[src/hw/rtl/psc_pkg.sv]
// -----------------------------------------------------------------------------
// psc_pkg
// Shared constants, register codes and types of the pot sample conditioner.
// -----------------------------------------------------------------------------
package psc_pkg;

   // Default datapath geometry
   localparam int DEF_SAMPLE_BITS   = 12;
   localparam int DEF_FRACTION_BITS = 8;

   // Control/status register port geometry
   localparam int CSR_INDEX_W = 2;
   localparam int CSR_DATA_W  = 12;

   // Register field widths
   localparam int RAIL_SNAP_W = 11;
   localparam int DEADZONE_W  = 12;
   localparam int BLEND_W     = 9;
   localparam int THRESHOLD_W = 12;

   // Blend weights are in units of 1/2^BLEND_SHIFT
   localparam int BLEND_SHIFT = 8;

   // Register indexes
   localparam logic [CSR_INDEX_W-1:0] CSR_RAIL_SNAP      = 2'd0;
   localparam logic [CSR_INDEX_W-1:0] CSR_DEADZONE       = 2'd1;
   localparam logic [CSR_INDEX_W-1:0] CSR_BLEND          = 2'd2;
   localparam logic [CSR_INDEX_W-1:0] CSR_SEND_THRESHOLD = 2'd3;

   // Register reset values
   localparam logic [RAIL_SNAP_W-1:0] RAIL_SNAP_RESET = 11'd15;
   localparam logic [DEADZONE_W-1:0]  DEADZONE_RESET  = 12'd10;
   localparam logic [BLEND_W-1:0]     BLEND_RESET     = 9'd128;
   localparam logic [THRESHOLD_W-1:0] THRESHOLD_RESET = 12'd10;
   localparam logic [BLEND_W-1:0]     BLEND_FULL      = 9'd256;

   // Request kinds
   localparam logic REQ_INIT   = 1'b0;
   localparam logic REQ_FILTER = 1'b1;

   // Live register settings handed to the filter core
   typedef struct packed {
      logic [RAIL_SNAP_W-1:0] rail_snap;
      logic [DEADZONE_W-1:0]  deadzone;
      logic [BLEND_W-1:0]     blend;
      logic [THRESHOLD_W-1:0] send_threshold;
   } psc_cfg_type;

endpackage

[src/hw/rtl/psc_req_if.sv]
// -----------------------------------------------------------------------------
// psc_req_if
// Request channel: one raw converter sample and its request kind per item.
// -----------------------------------------------------------------------------
interface psc_req_if
   import psc_pkg::*;
#(
   parameter int SAMPLE_BITS = DEF_SAMPLE_BITS
);
   logic                   valid;
   logic                   ready;
   logic                   req_type;
   logic [SAMPLE_BITS-1:0] sample;

   modport source (output valid, output req_type, output sample, input ready);
   modport sink   (input valid, input req_type, input sample, output ready);
endinterface

[src/hw/rtl/psc_rsp_if.sv]
// -----------------------------------------------------------------------------
// psc_rsp_if
// Response channel: stable value and send flag per item.
// -----------------------------------------------------------------------------
interface psc_rsp_if
   import psc_pkg::*;
#(
   parameter int SAMPLE_BITS = DEF_SAMPLE_BITS
);
   logic                   valid;
   logic                   ready;
   logic [SAMPLE_BITS-1:0] stable_value;
   logic                   send_now;

   modport source (output valid, output stable_value, output send_now, input ready);
   modport sink   (input valid, input stable_value, input send_now, output ready);
endinterface

[src/hw/rtl/pot_sample_conditioner_top.sv]
// -----------------------------------------------------------------------------
// pot_sample_conditioner_top
// Deadzone and moving-average conditioner for potentiometer samples.
// -----------------------------------------------------------------------------
// Usage:
//   req_port carries one item per sample: req_type (0 loads the filter from
//   the sample, 1 filters it) and the raw sample. rsp_port returns one item
//   per request: the stable value and the send flag.
//   The csr_ port writes rail_snap, deadzone, blend and send_threshold by
//   index; write only while no item is in flight.
//   An item taken on req_port is registered in the input stage, and its
//   result is registered in the result register that drives rsp_port.
//   Throughput: one item per cycle while rsp_port is not held. The snap,
//   deadzone test, one blend multiply and the send compare sit in one
//   combinational pass between the input register and the result
//   register, closing the filter state loop.
//   Stall: while rsp_port is held, the result register keeps its item and
//   one more item waits in the input register; req_port ready then drops.
//   Reset (synchronous): empties both stages, clears the estimate and the
//   stable value, marks nothing as sent and loads register defaults.
// -----------------------------------------------------------------------------
module pot_sample_conditioner_top
   import psc_pkg::*;
#(
   parameter int SAMPLE_BITS   = DEF_SAMPLE_BITS,
   parameter int FRACTION_BITS = DEF_FRACTION_BITS
) (
   input  logic                   clock,
   input  logic                   reset,
   psc_req_if.sink                req_port,
   psc_rsp_if.source              rsp_port,
   input  logic                   csr_write_enable,
   input  logic [CSR_INDEX_W-1:0] csr_index,
   input  logic [CSR_DATA_W-1:0]  csr_write_data
);

   psc_cfg_type cfg;

   // Input stage
   logic                   in_valid_ff, in_valid_in;
   logic                   in_req_ff;
   logic [SAMPLE_BITS-1:0] in_sample_ff;

   // Result stage
   logic                   out_valid_ff, out_valid_in;
   logic [SAMPLE_BITS-1:0] out_stable_ff;
   logic                   out_send_ff;

   logic                   out_free, step, in_free, take;
   logic [SAMPLE_BITS-1:0] core_stable;
   logic                   core_send;

   psc_csr u_csr (
      .clock            (clock),
      .reset            (reset),
      .csr_write_enable (csr_write_enable),
      .csr_index        (csr_index),
      .csr_write_data   (csr_write_data),
      .cfg              (cfg)
   );

   psc_core #(
      .SAMPLE_BITS   (SAMPLE_BITS),
      .FRACTION_BITS (FRACTION_BITS)
   ) u_core (
      .clock        (clock),
      .reset        (reset),
      .step         (step),
      .req_type     (in_req_ff),
      .sample       (in_sample_ff),
      .cfg          (cfg),
      .stable_value (core_stable),
      .send_now     (core_send)
   );

   // Advance when the result register is free or being drained
   always_comb begin
      out_free     = !out_valid_ff || rsp_port.ready;
      step         = in_valid_ff && out_free;
      in_free      = !in_valid_ff || step;
      take         = req_port.valid && in_free;
      in_valid_in  = take || (in_valid_ff && !step);
      out_valid_in = step || (out_valid_ff && !rsp_port.ready);
   end

   // Hold control state
   always_ff @(posedge clock) begin
      if (reset) begin
         in_valid_ff  <= 1'b0;
         out_valid_ff <= 1'b0;
      end else begin
         in_valid_ff  <= in_valid_in;
         out_valid_ff <= out_valid_in;
      end
   end

   // Capture the incoming item
   always_ff @(posedge clock) begin
      if (take) begin
         in_req_ff    <= req_port.req_type;
         in_sample_ff <= req_port.sample;
      end
   end

   // Capture the result item
   always_ff @(posedge clock) begin
      if (step) begin
         out_stable_ff <= core_stable;
         out_send_ff   <= core_send;
      end
   end

   assign req_port.ready        = in_free;
   assign rsp_port.valid        = out_valid_ff;
   assign rsp_port.stable_value = out_stable_ff;
   assign rsp_port.send_now     = out_send_ff;

endmodule

[src/hw/rtl/psc_csr.sv]
// -----------------------------------------------------------------------------
// psc_csr
// Configuration registers of the conditioner, written through a plain port.
// -----------------------------------------------------------------------------
module psc_csr
   import psc_pkg::*;
(
   input  logic                   clock,
   input  logic                   reset,
   input  logic                   csr_write_enable,
   input  logic [CSR_INDEX_W-1:0] csr_index,
   input  logic [CSR_DATA_W-1:0]  csr_write_data,
   output psc_cfg_type            cfg
);

   logic [RAIL_SNAP_W-1:0] rail_snap_ff, rail_snap_in;
   logic [DEADZONE_W-1:0]  deadzone_ff, deadzone_in;
   logic [BLEND_W-1:0]     blend_ff, blend_in;
   logic [THRESHOLD_W-1:0] threshold_ff, threshold_in;
   logic [BLEND_W-1:0]     blend_wr;

   // Saturate the blend weight at full scale
   always_comb begin
      blend_wr = csr_write_data[BLEND_W-1:0];
      if (blend_wr > BLEND_FULL) begin
         blend_wr = BLEND_FULL;
      end
   end

   // Decode the register write
   always_comb begin
      rail_snap_in = rail_snap_ff;
      deadzone_in  = deadzone_ff;
      blend_in     = blend_ff;
      threshold_in = threshold_ff;
      if (csr_write_enable) begin
         case (csr_index)
            CSR_RAIL_SNAP:      rail_snap_in = csr_write_data[RAIL_SNAP_W-1:0];
            CSR_DEADZONE:       deadzone_in  = csr_write_data[DEADZONE_W-1:0];
            CSR_BLEND:          blend_in     = blend_wr;
            CSR_SEND_THRESHOLD: threshold_in = csr_write_data[THRESHOLD_W-1:0];
            default:            ;
         endcase
      end
   end

   always_ff @(posedge clock) begin
      if (reset) begin
         rail_snap_ff <= RAIL_SNAP_RESET;
         deadzone_ff  <= DEADZONE_RESET;
         blend_ff     <= BLEND_RESET;
         threshold_ff <= THRESHOLD_RESET;
      end else begin
         rail_snap_ff <= rail_snap_in;
         deadzone_ff  <= deadzone_in;
         blend_ff     <= blend_in;
         threshold_ff <= threshold_in;
      end
   end

   assign cfg.rail_snap      = rail_snap_ff;
   assign cfg.deadzone       = deadzone_ff;
   assign cfg.blend          = blend_ff;
   assign cfg.send_threshold = threshold_ff;

endmodule

[src/hw/rtl/psc_core.sv]
// -----------------------------------------------------------------------------
// psc_core
// Filter state and the single-pass snap, deadzone, blend and send decision.
// -----------------------------------------------------------------------------
module psc_core
   import psc_pkg::*;
#(
   parameter int SAMPLE_BITS   = DEF_SAMPLE_BITS,
   parameter int FRACTION_BITS = DEF_FRACTION_BITS
) (
   input  logic                   clock,
   input  logic                   reset,
   input  logic                   step,
   input  logic                   req_type,
   input  logic [SAMPLE_BITS-1:0] sample,
   input  psc_cfg_type            cfg,
   output logic [SAMPLE_BITS-1:0] stable_value,
   output logic                   send_now
);

   localparam int EST_W = SAMPLE_BITS + FRACTION_BITS;
   localparam int CMP_W = ((SAMPLE_BITS > CSR_DATA_W) ? SAMPLE_BITS : CSR_DATA_W) + 2;
   localparam int SUM_W = EST_W + BLEND_W + 3;
   localparam logic [SAMPLE_BITS-1:0] TOP_CODE = '1;
   localparam logic [EST_W:0] HALF_LSB = {{EST_W{1'b0}}, 1'b1} << (FRACTION_BITS - 1);
   localparam logic [SUM_W-1:0] HALF_BLEND = {{(SUM_W-1){1'b0}}, 1'b1} << (BLEND_SHIFT - 1);

   // Filter state
   logic [EST_W-1:0]              est_ff, est_in;
   logic [SAMPLE_BITS-1:0]        stable_ff, stable_in;
   logic signed [SAMPLE_BITS:0]   last_ff, last_in;

   logic signed [CMP_W-1:0] raw_s, top_s, edge_s, high_edge_s, snap_s;
   logic signed [CMP_W-1:0] stable_s, dz_s, thr_s, last_s, new_s;
   logic signed [CMP_W-1:0] dz_diff, send_diff;
   logic                    update, send;
   logic [EST_W-1:0]        target;
   logic signed [EST_W+1:0] delta;
   logic signed [SUM_W-1:0] prod, sum;
   logic [EST_W-1:0]        blend_est;
   logic [EST_W:0]          rnd_sum;
   logic [SAMPLE_BITS:0]    rnd;
   logic [SAMPLE_BITS-1:0]  blend_stable, stable_next;

   // Snap the sample to either end of the range, low end first
   always_comb begin
      raw_s    = signed'({{(CMP_W-SAMPLE_BITS){1'b0}}, sample});
      top_s    = signed'({{(CMP_W-SAMPLE_BITS){1'b0}}, TOP_CODE});
      edge_s   = signed'({{(CMP_W-RAIL_SNAP_W){1'b0}}, cfg.rail_snap});
      dz_s     = signed'({{(CMP_W-DEADZONE_W){1'b0}}, cfg.deadzone});
      thr_s    = signed'({{(CMP_W-THRESHOLD_W){1'b0}}, cfg.send_threshold});
      stable_s = signed'({{(CMP_W-SAMPLE_BITS){1'b0}}, stable_ff});
      last_s   = {{(CMP_W-SAMPLE_BITS-1){last_ff[SAMPLE_BITS]}}, last_ff};
      high_edge_s = top_s - edge_s;
      if (high_edge_s < 0) begin
         high_edge_s = '0;
      end
      snap_s = raw_s;
      if (snap_s <= edge_s) begin
         snap_s = '0;
      end
      if (snap_s >= high_edge_s) begin
         snap_s = top_s;
      end
   end

   // Deadzone test against the stable value
   always_comb begin
      dz_diff = (snap_s > stable_s) ? (snap_s - stable_s) : (stable_s - snap_s);
      update  = (dz_diff >= dz_s);
   end

   // Blend step: est + blend*(target - est)/256, rounded half up
   always_comb begin
      target    = {snap_s[SAMPLE_BITS-1:0], {FRACTION_BITS{1'b0}}};
      delta     = signed'({2'b00, target}) - signed'({2'b00, est_ff});
      prod      = signed'({{(SUM_W-BLEND_W){1'b0}}, cfg.blend})
                * signed'({{(SUM_W-EST_W-2){delta[EST_W+1]}}, delta});
      sum       = (signed'({{(SUM_W-EST_W){1'b0}}, est_ff}) <<< BLEND_SHIFT) + prod
                + signed'(HALF_BLEND);
      blend_est = sum[EST_W+BLEND_SHIFT-1:BLEND_SHIFT];
      rnd_sum   = {1'b0, blend_est} + HALF_LSB;
      rnd       = rnd_sum[EST_W:FRACTION_BITS];
      if (rnd > {1'b0, TOP_CODE}) begin
         blend_stable = TOP_CODE;
      end else begin
         blend_stable = rnd[SAMPLE_BITS-1:0];
      end
      stable_next = update ? blend_stable : stable_ff;
   end

   // Send decision against the last sent value
   always_comb begin
      new_s     = signed'({{(CMP_W-SAMPLE_BITS){1'b0}}, stable_next});
      send_diff = (new_s > last_s) ? (new_s - last_s) : (last_s - new_s);
      send      = (send_diff >= thr_s);
   end

   // Next state for either request kind
   always_comb begin
      est_in    = est_ff;
      stable_in = stable_ff;
      last_in   = last_ff;
      if (req_type == REQ_INIT) begin
         est_in    = {sample, {FRACTION_BITS{1'b0}}};
         stable_in = sample;
      end else begin
         if (update) begin
            est_in = blend_est;
         end
         stable_in = stable_next;
         if (send) begin
            last_in = signed'({1'b0, stable_next});
         end
      end
   end

   always_ff @(posedge clock) begin
      if (reset) begin
         est_ff    <= '0;
         stable_ff <= '0;
         last_ff   <= '1;
      end else if (step) begin
         est_ff    <= est_in;
         stable_ff <= stable_in;
         last_ff   <= last_in;
      end
   end

   assign stable_value = stable_in;
   assign send_now     = (req_type == REQ_FILTER) && send;

endmodule
[src/flat_wrapper.sv]
// flat-port wrapper written by rule: the top's interface ports become plain ports
module pot_sample_conditioner_top_flat import psc_pkg::*;
#(
   parameter int SAMPLE_BITS   = DEF_SAMPLE_BITS,
   parameter int FRACTION_BITS = DEF_FRACTION_BITS
)
  (clock, reset, csr_write_enable, csr_index, csr_write_data, req_port_valid, req_port_req_type, req_port_sample, req_port_ready, rsp_port_valid, rsp_port_stable_value, rsp_port_send_now, rsp_port_ready);
  psc_req_if #(.SAMPLE_BITS(SAMPLE_BITS)) req_port_i ();
  psc_rsp_if #(.SAMPLE_BITS(SAMPLE_BITS)) rsp_port_i ();
  input  logic clock;
  input  logic reset;
  input  logic csr_write_enable;
  input  logic [CSR_INDEX_W-1:0] csr_index;
  input  logic [CSR_DATA_W-1:0] csr_write_data;
  input wire logic [$bits(req_port_i.valid)-1:0] req_port_valid;
  input wire logic [$bits(req_port_i.req_type)-1:0] req_port_req_type;
  input wire logic [$bits(req_port_i.sample)-1:0] req_port_sample;
  output wire logic [$bits(req_port_i.ready)-1:0] req_port_ready;
  output wire logic [$bits(rsp_port_i.valid)-1:0] rsp_port_valid;
  output wire logic [$bits(rsp_port_i.stable_value)-1:0] rsp_port_stable_value;
  output wire logic [$bits(rsp_port_i.send_now)-1:0] rsp_port_send_now;
  input wire logic [$bits(rsp_port_i.ready)-1:0] rsp_port_ready;
  assign req_port_i.valid = req_port_valid;
  assign req_port_i.req_type = req_port_req_type;
  assign req_port_i.sample = req_port_sample;
  assign req_port_ready = req_port_i.ready;
  assign rsp_port_valid = rsp_port_i.valid;
  assign rsp_port_stable_value = rsp_port_i.stable_value;
  assign rsp_port_send_now = rsp_port_i.send_now;
  assign rsp_port_i.ready = rsp_port_ready;
  pot_sample_conditioner_top #(.SAMPLE_BITS(SAMPLE_BITS), .FRACTION_BITS(FRACTION_BITS)) u_core (.clock(clock), .reset(reset), .req_port(req_port_i), .rsp_port(rsp_port_i), .csr_write_enable(csr_write_enable), .csr_index(csr_index), .csr_write_data(csr_write_data));
endmodule
[config.mk]
export PLATFORM = sky130hd
export DESIGN_NAME = pot_sample_conditioner_top_flat
export DESIGN_NICKNAME = d
export VERILOG_FILES = /design/src/hw/rtl/psc_pkg.sv /design/src/hw/rtl/psc_req_if.sv /design/src/hw/rtl/psc_rsp_if.sv /design/src/hw/rtl/pot_sample_conditioner_top.sv /design/src/hw/rtl/psc_csr.sv /design/src/hw/rtl/psc_core.sv /design/src/flat_wrapper.sv
export SDC_FILE = /design/constraint.sdc
export NUM_CORES = 1
export LEC_CHECK = 0
export ABC_AREA = 1
export BUFFER_PORTS_ARGS = -buffer_cell sky130_fd_sc_hd__buf_2
export CELL_PAD_IN_SITES_DETAIL_PLACEMENT = 1
export CELL_PAD_IN_SITES_GLOBAL_PLACEMENT = 1
export CORE_MARGIN = 4
export CORE_UTILIZATION = 52
export CTS_CLUSTER_SIZE = 28
export DETAILED_ROUTE_END_ITERATION = 10
export HOLD_SLACK_MARGIN = 0.08
export MAX_ROUTING_LAYER = met4
export PLACE_DENSITY = 0.95
export SLEW_MARGIN = 10
export SYNTH_ARGS = -nofsm -noshare
export SYNTH_HDL_FRONTEND = slang
export SYNTH_SLANG_ARGS = --single-unit
[constraint.sdc]
create_clock -name clock -period 36.7 [get_ports clock]
set_input_delay 7.34 -clock clock [delete_from_list [all_inputs] [get_ports clock]]
set_output_delay 7.34 -clock clock [all_outputs]
set_load 0.1 [all_outputs]
After elaboration in Yosys (flattened, before gate mapping)

Index checks and enable logic that the tools add are counted.

Output and inout port bits: 15
Register bits after elaboration: 117

Mux-type cells: 11
Equality and inequality tests: 4
Magnitude comparators: 9
Multiply operators: 1
Reductions and logical operators: 20
Add/subtract/negate cells: 9

Operator list:

| kind                                                                           | count |
|---|---|
| 12-bit two-way mux                                                             | 5 |
| 14-bit two-way mux                                                             | 3 |
| 20-bit two-way mux                                                             | 2 |
| 28-bit adder                                                                   | 1 |
| 28-bit by 9-bit adder with 28-bit output (second input constant)               | 1 |
| 14-bit by 13-bit >= comparator with 1-bit output                               | 2 |
| 10-bit by 21-bit multiplier with 28-bit output                                 | 1 |
| 13-bit by 13-bit subtractor with 14-bit output                                 | 2 |
| 20-bit by 8-bit adder with 21-bit output (second input constant)               | 1 |
| 20-bit by 20-bit subtractor with 21-bit output                                 | 1 |
| 14-bit >= comparator                                                           | 1 |
| 14-bit by 13-bit > comparator with 1-bit output                                | 1 |
| 13-bit by 14-bit subtractor with 14-bit output                                 | 1 |
| 14-bit by 13-bit subtractor with 14-bit output                                 | 1 |
| 13-bit by 12-bit > comparator with 1-bit output (second input constant)        | 1 |
| 13-bit > comparator                                                            | 1 |
| 13-bit by 1-bit less-than comparator with 1-bit output (second input constant) | 1 |
| 12-bit by 11-bit subtractor with 13-bit output (first input constant)          | 1 |
| 12-bit by 11-bit less-or-equal comparator with 1-bit output                    | 1 |
| 2-bit AND reduction                                                            | 5 |
| 9-bit > comparator (second input constant)                                     | 1 |
| 9-bit two-way mux                                                              | 1 |
| 1-bit logical AND                                                              | 5 |
| 2-bit equality test (second input constant)                                    | 2 |
| 6 further kinds                                                                | 12 |

Depth between registers and ports, before layout

Gate-level depths: netlist of run 1.

Depth in word-level cells: 17
Depth in mapped cells: 96
Mapped depth without buffers: 91

Modules after synthesis

A second synthesis of run 1 with hierarchy kept.

Cell total of the unflattened synthesis: 2306
Area total of the unflattened synthesis: 16505.8 um2

By module, submodules not included:

| module                     | sequential area each (um2) | instances | area an instance (um2) | cells an instance |
|---|---|---|---|---|
| psc_core                   | 900.9                      | 1         | 13972.2                | 2064 |
| psc_csr                    | 880.8                      | 1         | 1661.6                 | 204 |
| pot_sample_conditioner_top | 820.8                      | 1         | 872.1                  | 38 |

Worst setup path after synthesis of run 1

No wires, ideal clock.

Kind: input to output
Start: input port rsp_port_ready
End: output port req_port_ready
Path buffers: 0
Stages on the path: 2
Arrival: 8149 ps
Data required time: 29360 ps
Setup slack: 21211 ps
Cells stage by stage: inv_1 nand3_1

Word-level cells in the longest chain between the ends: 3

RTL lines:

| what              | line                             | text |
|---|---|---|
| start, declared   | flat_wrapper.sv:22               | `input wire logic [$bits(rsp_port_i.ready)-1:0] rsp_port_ready;` |
| 1-bit logical OR  | pot_sample_conditioner_top.sv:78 | `out_free = !out_valid_ff \|\| rsp_port.ready;` |
| 1-bit logical AND | pot_sample_conditioner_top.sv:79 | `step = in_valid_ff && out_free;` |
| 1-bit logical OR  | pot_sample_conditioner_top.sv:80 | `in_free = !in_valid_ff \|\| step;` |
| end, declared     | flat_wrapper.sv:18               | `output wire logic [$bits(req_port_i.ready)-1:0] req_port_ready;` |

No other way between the ends.

Worst setup path in the final report of run 1

Start: register u_core.u_csr.rail_snap_ff[7]
End: register u_core.u_core.last_ff[6]

Word-level cells in the longest chain between the ends: 17
Elaborated cells on any way between the ends: 26

RTL lines:

| what                                                                                         | line            | text |
|---|---|---|
| start, declared                                                                              | psc_csr.sv:16   | `logic [RAIL_SNAP_W-1:0] rail_snap_ff, rail_snap_in;` |
| start signal, assigned                                                                       | psc_csr.sv:54   | `rail_snap_ff <= rail_snap_in;` |
| 12-bit by 11-bit subtractor with 13-bit output                                               | psc_core.sv:54  | `high_edge_s = top_s - edge_s;` |
| 13-bit by 1-bit less-than comparator with 1-bit output                                       | psc_core.sv:55  | `if (high_edge_s < 0) begin` |
| 14-bit two-way mux                                                                           | psc_core.sv:55  |  |
| 14-bit >= comparator                                                                         | psc_core.sv:62  | `if (snap_s >= high_edge_s) begin` |
| 12-bit two-way mux (*)                                                                       | psc_core.sv:62  |  |
| 20-bit by 20-bit subtractor with 21-bit output                                               | psc_core.sv:76  | `delta = signed'({2'b00, target}) - signed'({2'b00, est_ff});` |
| 10-bit by 21-bit multiplier with 28-bit output                                               | psc_core.sv:78  | `* signed'({{(SUM_W-EST_W-2){delta[EST_W+1]}}, delta});` |
| 28-bit adder                                                                                 | psc_core.sv:79  | `sum = (signed'({{(SUM_W-EST_W){1'b0}}, est_ff}) <<< BLEND_SHIFT) + prod` |
| (+2 left out)                                                                                | --              |  |
| 13-bit by 12-bit > comparator with 1-bit output                                              | psc_core.sv:84  | `if (rnd > {1'b0, TOP_CODE}) begin` |
| 12-bit two-way mux                                                                           | psc_core.sv:84  |  |
| 12-bit two-way mux (*)                                                                       | psc_core.sv:89  | `stable_next = update ? blend_stable : stable_ff;` |
| via u_core.u_core.stable_next[3]                                                             | psc_core.sv:43  | `logic [SAMPLE_BITS-1:0] blend_stable, stable_next;` |
| 13-bit by 13-bit subtractor with 14-bit output / 13-bit > comparator (equally long branches) | psc_core.sv:95  | `send_diff = (new_s > last_s) ? (new_s - last_s) : (last_s - new_s);` |
| 14-bit two-way mux (*)                                                                       | psc_core.sv:95  |  |
| 14-bit by 13-bit >= comparator with 1-bit output (*)                                         | psc_core.sv:96  | `send = (send_diff >= thr_s);` |
| 3-bit AND reduction (no source line) (*)                                                     | --              |  |
| end signal, assigned                                                                         | psc_core.sv:126 | `last_ff <= last_in;` |
| end, declared                                                                                | psc_core.sv:31  | `logic signed [SAMPLE_BITS:0] last_ff, last_in;` |

Mark *: on every way through the listed nets, which the timed path passes. The rest lies on a longest branch.
A chain may end at the register's enable or synchronous reset.

==> results.py, run 1 <==
metrics = {
    "outcome": {
        "status": "complete, no violations",
    },
    "cts": {
        "cts_max_path_buffers": 2,
        "cts-resized-gates": 0,
        "insertion_delay_ns": 0.45,
        "cts_tree": "built",
        "cts_setup_buffers": 0,
        "numClockSinks": 117,
        "htreeDepth": 4,
        "cts_buffers": 17,
        "cts_root_buf": "clkbuf_16",
        "holdBufCountCts": 0,
        "clkTransAtPathRegs_ns": 0.06,
    },
    "sta": {
        "hold_violations": 0,
        "min_period_over_period_pct": 46.7,
        "setup_viol": 0,
        "slew_headroom_pct": 28.4,
        "fin_crit_ns": 17.16,
        "fin_tns_setup_ns": 0,
        "tightestPinTransition_ns": 1.07,
        "fin_skew_ns": 0.0139,
        "rsz0062_at_grt": "no",
        "fmax_ghz": 0.0583,
        "drv_slew": 0,
    },
    "setup_path": {
        "regToRegStartpoint": "u_core.u_csr.rail_snap_ff[7]$_SDFFE_PP0P_",
        "slowest_delay_ns": 0.74,
        "worst_ep_required_time_ns": 36.98,
        "cp.arrival_ns": 17.44,
        "critPathMaxFanout": 20,
        "endpoint_kind": "register",
        "worstSetupPathType": "reg -> reg",
        "critPathLaunchType": "register",
        "crit_top_cell": "nand2_1",
        "crit_start": "u_core.u_csr.rail_snap_ff[7]$_SDFFE_PP0P_",
        "critPathSlowestCell": "o21ai_0",
    },
    "floorplanning": {
        "chipWidth_um": 186,
        "die_h_um": 186,
        "io_pins": 47,
        "start_util_pct": 53.3,
        "dieArea_um2": 34600,
        "rows": 64,
        "core-area_um2": 30900,
    },
    "route": {
        "vias_per_cell": 5.77,
        "post_drt_wl_per_cell_um": 21.9,
        "drt_pass1_iterations": 7,
        "vias": 15900,
        "drc": 0,
        "ant_nets": 0,
        "wl_mm": 60.1,
        "drt_iter0_markers": 1009,
    },
    "synthesis": {
        "yosysWarnings": 0,
        "ys_ff_latch": 117,
        "synth.avg_cell_area_um2": 7.09,
        "synth_ff_type": "dfxtp_1",
        "netlist_area_um2": 16500,
        "synth_nets": 2691,
        "ys_seq_area_share_pct": 15.8,
        "synth_edf_count": 26,
        "syn_inst": 2322,
        "async_reset_ff_share_pct": 0,
        "ys_types": 57,
    },
    "global_route": {
        "grt_use_met3_pct": 4.96,
        "use_met1_pct": 39.4,
        "met2_usage_pct": 62.8,
        "grt.busiest_layer": "met2",
        "grt_pass1_vias": 17500,
        "grt_pass1_wl_mm": 93.9,
        "grt_overflow_total": 0,
        "grt_usage_pct": 36.1,
        "antenna_found_initial": 0,
        "grt_start_max_net_pins": 65,
    },
    "final_layout": {
        "fin_cells": 2750,
        "fillers": 4100,
        "final_common_cell": "nand2_1",
        "drive_gt1_share_pct": 6.33,
        "layout.nets": 2710,
        "area_growth_pct": 6.72,
        "final_cell_mix": "525 x nand2_1, 517 x inv_1, 197 x nor2_1, 169 x ha_1, 168 x fa_1",
        "antenna_cells": 0,
        "finish.utilization_pct": 56.9,
    },
    "place": {
        "post-place-cells": 2718,
        "place_congestion": 0.980,
        "dp_hpwl_mm": 49.3,
        "io_buffers": 46,
    },
    "min_path": {
        "hp-class": "reg -> reg",
        "min_from": "u_core.in_valid_ff$_SDFF_PP0_",
    },
    "run": {
        "cap_violations": 0,
    },
}
-- synthesized netlist by cell type, types with 3 or more instances --
cell / count / share of area (%)
a211oi_1: 12 / 0.55
nor2_1: 197 / 4.5
nor3b_1: 3 / 0.14
clkbuf_1: 33 / 0.75
nand2_2: 20 / 0.76
o211ai_1: 12 / 0.55
inv_2: 12 / 0.27
xor2_1: 26 / 1.4
ha_1: 169 / 13
nand3_2: 13 / 0.79
nor3_1: 8 / 0.24
nand2_1: 525 / 12
inv_1: 517 / 12
buf_2: 12 / 0.36
o21a_1: 5 / 0.23
nand3_1: 95 / 2.9
clkinv_1: 6 / 0.14
dfxtp_1: 91 / 11
edfxtp_1: 26 / 4.7
nor4_1: 3 / 0.11
o21ai_1: 4 / 0.12
or2_2: 5 / 0.19
o21ai_0: 107 / 3.3
a21boi_0: 5 / 0.23
o21bai_1: 4 / 0.18
nand4_1: 20 / 0.76
nor2_2: 3 / 0.11
nand3b_1: 3 / 0.14
a21o_1: 6 / 0.27
fa_1: 168 / 20
buf_4: 4 / 0.18
a21oi_1: 135 / 4.1
mux2i_1: 5 / 0.30
xnor2_1: 23 / 1.2
a31oi_1: 16 / 0.61
-- worst max-delay path: cells and delay by family, from the launching register on --
family	cells	cell delay [ns]
AOI/OAI and AO/OA	21	4.43
adders and majority gates	11	4.67
DFF	1	0.43
buffers and inverters	11	1.30
and+or+nand+nor	39	5.98
xor gates and xnor gates	1	0.14
-- stage by stage --
step / hold slack [ns] / cell area (um^2) / setup slack, ns
5_1_grt: 0.499 / 17600 / 18.15
3_3_place_gp: 0.453 / 17000 / 21.29
6_report: 0.472 / 17600 / 19.54
4_1_cts: 0.469 / 17600 / 19.95
2_1_floorplan: 0.433 / 16500 / 21.21
3_5_place_dp: 0.464 / 17000 / 20.27
-- area by class of cell --
type,count,area [um^2],area share [%]
clock inverter,13,124,0.705
tap,396,495,2.82
timing repair buffer,53,283,1.61
multi-input combinational,1617,11600,66.2
sequential,117,2600,14.8
clock buffer,19,433,2.46
inverter,535,2010,11.4
-- cell families after synthesis --
kind of cell,count (synthesis),synth area share (%)
and+or+nand+nor,904,23.2
DFF,117,15.8
muxes,5,0.304
AOI/OAI and AO/OA,320,10.8
buffers and inverters,588,13.7
adders and majority gates,337,33.3
xor gates and xnor gates,51,2.94
-- path summary, 6_finish.rpt --
kind                                            to  slack, ns  depth (start not counted)
max          u_core.u_core.last_ff[6]$_SDFFE_PP1P_      19.54                         83
min               u_core.rsp_port.valid$_SDFF_PP0_       0.47                          2
max reg2reg  u_core.u_core.last_ff[6]$_SDFFE_PP1P_      19.54                         83
min reg2reg       u_core.rsp_port.valid$_SDFF_PP0_       0.47                          2
-- layer usage --
| metal | part of all wire, % | routed length (um) |
|---|---|---|
| met1 | 38 | 23000 |
| met2 | 50 | 30200 |
| met3 | 4.7 | 2830 |
| met4 | 6.8 | 4070 |
| met5 | 0 | 0 |
-- flip-flops by register name, indices dropped and copies added, names as in the netlist, 9 cells and up --
signal and cells:
u_core.in_sample_ff 12, u_core.u_csr.blend_ff 9, u_core.u_core.last_ff 13, u_core.rsp_port.stable_value 12, u_core.u_csr.deadzone_ff 12, u_core.u_csr.threshold_ff 12, u_core.u_core.est_ff 20, u_core.u_csr.rail_snap_ff 11
u_core.u_core.stable_ff 12
Power of run 1 is not shown: default switching activity piles up to over one toggle a cycle in this logic, so the estimate is an artifact.
==> run 2: changes to the inputs <==
--- a/config.mk
+++ b/config.mk
@@ -5,17 +5,17 @@
 export SDC_FILE = /design/constraint.sdc
 export NUM_CORES = 1
 export LEC_CHECK = 0
-export ABC_AREA = 1
+export ABC_AREA = 0
 export BUFFER_PORTS_ARGS = -buffer_cell sky130_fd_sc_hd__buf_2
 export CELL_PAD_IN_SITES_DETAIL_PLACEMENT = 1
 export CELL_PAD_IN_SITES_GLOBAL_PLACEMENT = 1
 export CORE_MARGIN = 4
-export CORE_UTILIZATION = 52
+export CORE_UTILIZATION = 45
 export CTS_CLUSTER_SIZE = 28
 export DETAILED_ROUTE_END_ITERATION = 10
 export HOLD_SLACK_MARGIN = 0.08
 export MAX_ROUTING_LAYER = met4
-export PLACE_DENSITY = 0.95
+export PLACE_DENSITY = 0.88
 export SLEW_MARGIN = 10
 export SYNTH_ARGS = -nofsm -noshare
 export SYNTH_HDL_FRONTEND = slang
==> constraint.sdc (replaced) <==
create_clock -name clock -period 14.9 [get_ports clock]
set_input_delay 2.98 -clock clock [delete_from_list [all_inputs] [get_ports clock]]
set_output_delay 2.98 -clock clock [all_outputs]
set_load 0.1 [all_outputs]
==> run 2 against run 1 <==
The run now ends with max-capacitance violations, negative setup slack left. First-iteration DRC count up 85%. Hold slack lost 0.014 ns. Global-route usage fell by 5.0 points. Register-to-register slack worse by 20 ns. Critical path depth down 19. Via count grew 4.2%. Count of clock-buffer cells in the layout is the same. Fmax grew 8.5%. Utilization fell by 0.23 points. Design area rose by 12%.
==> results.py, run 2 <==
metrics = {
    "synthesis": {
        "netlist_area_um2": 16000,
        "synth_nets": 2285,
        "synth_edf_count": 26,
        "synth.avg_cell_area_um2": 8.37,
        "syn_inst": 1916,
        "yosys.area.top_type": "fa_1",
        "synthTopCellsByArea": "fa_1 21%, ha_1 13%, dfxtp_1 11%",
        "yosysWarnings": 0,
        "synth_common_cells": "296 x inv_1, 212 x nand2_1, 169 x ha_1",
        "synth_top_area_share_pct": 21.0,
        "yosysMostFrequentCell": "inv_1",
        "ys_ff_latch": 117,
        "ys_types": 90,
        "ys_seq_area_share_pct": 16.2,
        "synth_ff_type": "dfxtp_1",
        "async_reset_ff_share_pct": 0,
    },
    "sta": {
        "fin_skew_ns": 0.0232,
        "setup_viol": 14,
        "min_period_over_period_pct": 106,
        "tightestPinTransition_ns": 1.48,
        "hold_violations": 0,
        "drv_slew": 0,
        "fmax_ghz": 0.0632,
        "setup_slack_ns": -0.913,
        "hold_slack_ns": 0.458,
        "slew_headroom_pct": 1.01,
        "fin_crit_ns": 15.81,
    },
    "cts": {
        "cts_buffers": 17,
        "numClockSinks": 117,
        "cts_root_buf": "clkbuf_16",
        "cts_max_path_buffers": 2,
        "htreeDepth": 4,
        "clkTransAtPathRegs_ns": 0.07,
        "insertion_delay_ns": 0.48,
        "cts_tree": "built",
    },
    "setup_path": {
        "critPathMaxFanout": 12,
        "cp.arrival_ns": 16.20,
        "worst_ep_required_time_ns": 15.29,
        "slowest_delay_ns": 0.61,
        "critPathLaunchType": "register",
        "worstSetupPathType": "reg -> reg",
        "critPathSlowestCell": "fa_1",
        "endpoint_kind": "register",
    },
    "outcome": {
        "violations": "max-capacitance violations, negative setup slack",
        "status": "finished, violations left",
    },
    "final_layout": {
        "finish.utilization_pct": 56.6,
        "regMostFlops": "u_core.u_core.est_ff",
        "final_cell_mix": "285 x inv_1, 202 x nand2_1, 157 x fa_1, 151 x buf_4, 136 x ha_1",
        "reg_top3": "u_core.u_core.est_ff (20), u_core.u_core.last_ff (13)",
        "final_common_cell": "inv_1",
        "largest_register_ffs": 20,
        "design_area_um2": 19800,
        "drive_gt1_share_pct": 23.0,
        "layout.nets": 2441,
        "area_growth_pct": 23.1,
    },
    "place": {
        "place_ws_ns": -0.819,
        "placed_cell_area_um2": 17100,
        "dp_hpwl_mm": 43.4,
        "io_buffers": 46,
        "place_congestion": 0.976,
    },
    "route": {
        "vias": 16500,
        "wl_mm": 75.1,
        "post_drt_wl_per_cell_um": 29.5,
        "ant_nets": 0,
        "vias_per_cell": 6.50,
        "drt_iter0_markers": 1867,
        "drt_pass1_iterations": 6,
        "drc": 0,
    },
    "floorplanning": {
        "rows": 68,
        "io_pins": 47,
        "chipWidth_um": 197,
        "dieArea_um2": 38700,
        "start_util_pct": 46.0,
        "die_h_um": 197,
        "core-area_um2": 34900,
    },
    "global_route": {
        "grt_pass1_vias": 16600,
        "grt_start_max_net_pins": 50,
        "grt_pass1_wl_mm": 92.6,
        "antenna_found_initial": 2,
        "grt_usage_pct": 31.1,
        "grt_overflow_total": 0,
    },
    "min_path": {
        "hp-class": "reg -> reg",
    },
    "power": {
        "pwr-share-seq_pct": 10.7,
        "p_sw_share_pct": 51.9,
        "leakagePower_nw": 9.14,
        "combPwrFrac_pct": 77.9,
        "clkPwrFrac_pct": 11.4,
        "pwr_density_cell_nw_per_um2": 192,
        "p_int_mw": 1.83,
        "p_sw_mw": 1.97,
        "ir_drop_mv": 0.187,
    },
    "run": {
        "cap_violations": 1,
    },
}
==> run 2: cell count changes after synthesis, moves of 27 or more <==
cell / change
nor2_1: -122
inv_1: -221
clkbuf_1: +33
nand2_1: -313
a21o_1: +43
nand3_1: -64
and2_1: +116
nor2b_1: +27
o21ai_0: -47
==> run 2: power by group through the flow <==
stage	clock network [mW]	registers, mW	logic [mW]
floorplan	0	0.430	1.29
global placement	0	0.401	1.90
detailed placement	0	0.404	1.99
CTS	0.413	0.399	2.21
global route	0.441	0.409	3.07
finish	0.432	0.409	2.96
==> run 2: cell families (layout without fill, tap and decap cells) <==
group / Yosys count / after routing / share of synthesized area, %
AOI/OAI and AO/OA: 413 / 413 / 16.8
xor gates and xnor gates: 70 / 70 / 3.95
adders and majority gates: 337 / 337 / 34.1
buffers and inverters: 380 / 549 / 9.09
DFF: 117 / 117 / 16.2
muxes: 21 / 21 / 1.33
other: 0 / 2 / 0
and+or+nand+nor: 578 / 578 / 18.5
==> run 2: path summary, 6_finish.rpt <==
check	startpoint	to	slack, ns	cells after the start
worst max register to register	u_core.in_sample_ff[8]$_DFFE_PP_	u_core.u_core.last_ff[7]$_SDFFE_PP1P_	-0.91	64
worst min register to register	u_core.u_csr.deadzone_ff[8]$_SDFFE_PP0P_	u_core.u_csr.deadzone_ff[8]$_SDFFE_PP0P_	0.46	2
worst max-delay path	u_core.in_sample_ff[8]$_DFFE_PP_	u_core.u_core.last_ff[7]$_SDFFE_PP1P_	-0.91	64
worst min-delay path	u_core.u_csr.deadzone_ff[8]$_SDFFE_PP0P_	u_core.u_csr.deadzone_ff[8]$_SDFFE_PP0P_	0.46	2
==> run 2: per-layer routing <==
metal	part of all wire, %	track usage [%]
met1	33	34.9
met2	48	53.9
met3	8.4	4.24
met4	11	16.4
met5	0	-
==> run 2: through the flow <==
step | power [mW] | std cells | TNS, ns
2_1_floorplan | 1.72 | 1916 | 0
3_3_place_gp | 2.30 | 2413 | 0
3_5_place_dp | 2.40 | 2413 | -9.79
4_1_cts | 3.02 | 2468 | 0
5_1_grt | 3.92 | 2542 | -15.07
6_report | 3.80 | 2542 | -12.16
==> run 2: cell type report <==
cell class / count / area, um^2
Multi-Input combinational cell: 1419 / 13200
Clock buffer: 19 / 454
Fill cell: 4033 / 15100
Tap cell: 455 / 569
Antenna cell: 2 / 5.00
Clock inverter: 13 / 109
Sequential cell: 117 / 2610
Inverter: 298 / 1120
Timing Repair Buffer: 219 / 1680
==> run 2: timing repair <==
item,in CTS,in global routing
setup endpoints to repair,14,14
pin swaps,15,122
setup buffers,21,72
hold buffers,0,0
gates cloned,2,2
gates resized for setup,66,215
endpoints found under the hold margin,0,0
==> run 2: worst max-delay path, delay by kind of cell, from the launching register on <==
kind / cells / cell delay (ns)
AND/OR/NAND/NOR: 16 / 3.23
AO/OA/AOI/OAI: 22 / 5.15
flip-flops: 1 / 0.49
multiplexers: 1 / 0.16
XOR/XNOR: 3 / 0.52
adder cells (fa/ha/maj): 11 / 4.56
buffers and inverters: 11 / 1.61
No activity file was read; power rests on OpenSTA's default activity.
